===== src/rtl/rpn_pkg.sv =====
// ----------------------------------------------------------------------------
// rpn_pkg
// Shared types and codes for the RPN stack calculator.
// ----------------------------------------------------------------------------
package rpn_pkg;

    localparam int DATA_W  = 32;
    localparam int CMD_W   = 3;
    localparam int DEPTH_W = 7;
    localparam int STAT_W  = 2;

    typedef enum logic [CMD_W-1:0] {
        CMD_PUSH = 3'd0,
        CMD_ADD  = 3'd1,
        CMD_SUB  = 3'd2,
        CMD_MUL  = 3'd3,
        CMD_DIV  = 3'd4,
        CMD_MOD  = 3'd5,
        CMD_NOP6 = 3'd6,
        CMD_NOP7 = 3'd7
    } cmd_t;

    typedef enum logic [STAT_W-1:0] {
        ST_OK    = 2'd0,
        ST_UNDER = 2'd1,
        ST_OVER  = 2'd2,
        ST_ZERO  = 2'd3
    } status_t;

    // Request to the iterative divider
    typedef struct packed {
        logic        start;
        logic [63:0] dividend;
        logic [31:0] divisor;
    } div_req_t;

    typedef struct packed {
        logic        done;
        logic [63:0] quotient;
        logic [31:0] remainder;
    } div_rsp_t;

endpackage


===== src/rtl/rpn_div.sv =====
// ----------------------------------------------------------------------------
// rpn_div
// Unsigned restoring divider, 64-bit dividend by 32-bit divisor, one
// quotient bit per cycle.
// ----------------------------------------------------------------------------
module rpn_div (
    input  logic              clk,
    input  logic              rst_n,
    input  rpn_pkg::div_req_t req,
    output rpn_pkg::div_rsp_t rsp
);
    import rpn_pkg::*;

    logic        busy_reg, busy_next;
    logic        done_reg, done_next;
    logic [6:0]  cnt_reg, cnt_next;
    logic [63:0] quo_reg, quo_next;
    logic [32:0] rem_reg, rem_next;
    logic [31:0] dvs_reg, dvs_next;
    logic [32:0] shifted;
    logic [33:0] diff;

    always_comb
    begin
        busy_next = busy_reg;
        done_next = 1'b0;
        cnt_next  = cnt_reg;
        quo_next  = quo_reg;
        rem_next  = rem_reg;
        dvs_next  = dvs_reg;
        shifted   = {rem_reg[31:0], quo_reg[63]};
        diff      = {1'b0, shifted} - {2'b00, dvs_reg};
        if (req.start)
        begin
            busy_next = 1'b1;
            cnt_next  = 7'd0;
            quo_next  = req.dividend;
            rem_next  = '0;
            dvs_next  = req.divisor;
        end
        else if (busy_reg)
        begin
            // shift in one dividend bit, subtract when it fits
            if (!diff[33])
            begin
                rem_next = diff[32:0];
                quo_next = {quo_reg[62:0], 1'b1};
            end
            else
            begin
                rem_next = shifted;
                quo_next = {quo_reg[62:0], 1'b0};
            end
            cnt_next = cnt_reg + 7'd1;
            if (cnt_reg == 7'd63)
            begin
                busy_next = 1'b0;
                done_next = 1'b1;
            end
        end
    end

    always_ff @(posedge clk or negedge rst_n)
    begin
        if (!rst_n)
        begin
            busy_reg <= 1'b0;
            done_reg <= 1'b0;
            cnt_reg  <= '0;
        end
        else
        begin
            busy_reg <= busy_next;
            done_reg <= done_next;
            cnt_reg  <= cnt_next;
        end
    end

    always_ff @(posedge clk)
    begin
        quo_reg <= quo_next;
        rem_reg <= rem_next;
        dvs_reg <= dvs_next;
    end

    assign rsp.done      = done_reg;
    assign rsp.quotient  = quo_reg;
    assign rsp.remainder = rem_reg[31:0];

endmodule


===== config.mk =====
export PLATFORM = sky130hd
export DESIGN_NAME = rpn_div
export DESIGN_NICKNAME = d
export VERILOG_FILES = /design/src/rtl/rpn_pkg.sv /design/src/rtl/rpn_div.sv
export SDC_FILE = /design/constraint.sdc
export NUM_CORES = 1
export LEC_CHECK = 0
export BUFFER_PORTS_ARGS = -buffer_cell sky130_fd_sc_hd__clkbuf_2
export CELL_PAD_IN_SITES_DETAIL_PLACEMENT = 2
export CELL_PAD_IN_SITES_GLOBAL_PLACEMENT = 2
export CORE_ASPECT_RATIO = 1.5
export CORE_MARGIN = 3
export CORE_UTILIZATION = 30
export DETAILED_ROUTE_END_ITERATION = 7
export PLACE_DENSITY_LB_ADDON = 0.1
export SYNTH_ARGS = -nofsm -noshare
export SYNTH_HDL_FRONTEND = slang
export SYNTH_SLANG_ARGS = --single-unit

===== constraint.sdc =====
create_clock -name clk -period 4.5 [get_ports clk]
set_input_delay 0.225 -clock clk [delete_from_list [all_inputs] [get_ports clk]]
set_output_delay 0.225 -clock clk [all_outputs]
set_load 0.01 [all_outputs]

==> results.json <==
{
  "maxSlewViolCount": 0,
  "postRouteAntennaNets": 0,
  "drive_gt1_frac": 0.342,
  "synth_nets": 807,
  "nFillCells": 2609,
  "cts_tree": "yes",
  "chipWidth_um": 134,
  "rr_worst_depth": 10,
  "worstHoldEndpoint": "quo_reg[23]",
  "cts_buffer_depth": 2,
  "nets": 1027,
  "drt-wirelength-per-cell_um": 18.7,
  "antenna_found_initial": 0,
  "synth_area_leaders": "edfxtp_1, mux2_2, dfxtp_1",
  "crit_fanout": 19,
  "synth-seq-cells": 137,
  "outcome": "finished clean",
  "numClockSinks": 137,
  "vias": 6044,
  "rsz0062_at_grt": "no",
  "synthCells": 674,
  "grt_pass1_vias": 6925,
  "yosys.area.top_type_share": 0.390,
  "ff2ff_setup_slack_ps": 840,
  "worstMarginPinSlew_ps": 992,
  "grt_util_met1": 0.193,
  "p_comb_frac": 0.393,
  "fin_crit_ps": 3660,
  "hpwl_mm": 17.0,
  "yosysTopAreaCell": "edfxtp_1",
  "switchingPower_w": 0.00202,
  "yosysUniqueCellTypes": 59,
  "synthArstFlopShare": 0.0657,
  "r2r_start": "rem_reg[5]",
  "ir_drop_uv": 296,
  "cts_resized": 0,
  "cp-end-kind": "flop",
  "num_antenna_cells": 0,
  "row_count": 69,
  "gp_congestion": 0.815,
  "fin_skew_ps": 8.31,
  "numPortBuffers": 195,
  "drcViolationCount": 0,
  "layout_commonest_cell": "clkbuf_2",
  "synth_edf_count": 96,
  "hold_class": "input port to flop",
  "r2r_end": "rem_reg[3]",
  "met3_usage": 0.0615,
  "crit_start": "rem_reg[5]",
  "maxCapViolations": 0,
  "synthFlopType": "edfxtp_1",
  "p_total_w": 0.00535,
  "busiest_layer": "met2",
  "cts_buffers": 17,
  "crit_arrival_ps": 3980,
  "hp-start": "req[55]",
  "cp.required_ps": 4820,
  "overflow": 0,
  "maxSlewHeadroom": 0.339,
  "p_int_w": 0.00333,
  "avgSynthCellArea_um2": 11.0,
  "power_frac_seq": 0.333,
  "die_h_um": 198,
  "final_cell_mix": "clkbuf_2, edfxtp_1, mux2_2",
  "hold_violations": 0,
  "fin_tns_setup_ps": 0,
  "clkTransAtPathRegs_ps": 60,
  "area_growth_pct": 29.9,
  "grt_max_degree": 54,
  "cts_root_buffer": "clkbuf_16",
  "ctsHtreeMaxLevel": 4,
  "wl_mm": 22.9,
  "core-area_mm2": 0.0240,
  "setup_violations": 0,
  "p_sw_frac": 0.378,
  "power.density_mw_per_mm2": 557,
  "grtUsageMet2": 0.321,
  "largest_reg_flops": 64,
  "leakagePower_nw": 4.18,
  "yosys_warnings": 0,
  "io-pin-count": 196,
  "firstDrtPassIters": 4,
  "grt_pass1_wl_mm": 36.9,
  "syn_area_mm2": 0.00739,
  "start_kind": "flop",
  "p_clk_frac": 0.274,
  "path_class": "flop to flop",
  "hold_depth": 2,
  "seq_area_frac_synth": 0.507,
  "final.period_utilization": 0.812,
  "fmax_mhz": 274,
  "grt.total_usage": 0.176,
  "drtIter0Drc": 201,
  "start_util": 0.308,
  "vias_per_cell": 4.93,
  "clk_latency_ps": 420,
  "die-area_mm2": 0.0266
}
## power by group through the flow
stage / combinational, W / clock [W] / sequential (W)
after floorplan: 0.00134 / 0 / 0.00185
after global placement: 0.00206 / 0 / 0.00180
after detailed placement: 0.00211 / 0 / 0.00181
after CTS: 0.00214 / 0.00151 / 0.00179
after global routing: 0.00236 / 0.00157 / 0.00182
final: 0.00210 / 0.00147 / 0.00178
## how the worst max path moves through the flow
stage / to / slack, ps / depth (start not counted)
floorplan: rem_reg[16] / 1730 / 11
global placement: rem_reg[16] / 950 / 11
detailed placement: rem_reg[3] / 810 / 10
CTS: rem_reg[3] / 780 / 10
global route: rem_reg[3] / 490 / 11
finish: rem_reg[3] / 840 / 10
## per-stage QoR
step	setup slack, ps	instances	util	hold WS, ps	area [µm²]
floorplan	1730	674	-	-70.6	7390
global placement	947	1161	0.361	85.8	8670
detailed placement	806	1161	0.361	95.6	8670
CTS	784	1226	0.400	72.3	9600
global route	486	1226	0.400	76.9	9600
finish	845	1226	0.400	100	9600
## kinds of logic after synthesis
family / after synthesis / share of synthesized area
AND/OR/NAND/NOR: 185 / 0.118
AO/OA/AOI/OAI: 144 / 0.136
flip-flops: 137 / 0.507
buffers and inverters: 77 / 0.0420
multiplexers: 74 / 0.111
adder cells (fa/ha/maj): 34 / 0.0586
XOR/XNOR: 23 / 0.0273
## worst max-delay path, cell delays in order (launching register included)
cell,delay [ps]
dfxtp_1,340
ha_1,430
nand2_1,160
a2111oi_2,430
o21ai_2,150
a2111oi_4,420
o21ai_2,120
and3_1,520
buf_4,340
or3_1,340
a311oi_1,300
## synth_stat cells, types with 3 or more instances
cell,count
o21a_1,6
o311ai_0,3
clkbuf_1,25
dfxtp_1,32
edfxtp_1,96
a31oi_1,5
nand2_1,59
mux2_2,65
or2_2,4
nand4_1,7
a211oi_1,11
o211ai_1,3
nand3_1,9
or3_1,5
o21ai_0,20
o31ai_1,4
a311oi_1,18
dfrtp_1,9
a21oi_1,37
mux2i_1,9
xor2_1,10
nor3_1,9
a21o_1,14
inv_1,44
o31a_1,4
buf_2,3
nor2_1,60
nor3b_1,5
xnor2_1,13
ha_1,33
o21bai_1,3
nor2b_1,4
nand2b_1,9
## area by class of cell
| class | count | area (µm²) | share of cell area |
|---|---|---|---|
| multi-input cells | 460 | 3330 | 0.347 |
| inverters | 44 | 165 | 0.0172 |
| flip-flops and latches | 137 | 3750 | 0.391 |
| repair buffers | 234 | 1350 | 0.141 |
| well taps | 319 | 399 | 0.0416 |
| clock inverters | 15 | 174 | 0.0181 |
| clock buffers | 17 | 425 | 0.0443 |
## per-layer routing
layer | wire (µm) | vias to the layer above | part of all wire
met5 | 0 | - | 0
met2 | 12300 | 147 | 0.54
met3 | 1470 | 18 | 0.064
met1 | 8860 | 2957 | 0.39
met4 | 297 | 0 | 0.013
li1 | - | 2922 | -
## repair_timing
item / in CTS / in global routing
endpoints found under the hold margin: 41 / 0
endpoints found under the setup margin: 0 / 0
hold buffers: 33 / 0
setup buffers: 0 / 0
No activity file was read; power rests on OpenSTA's default activity.
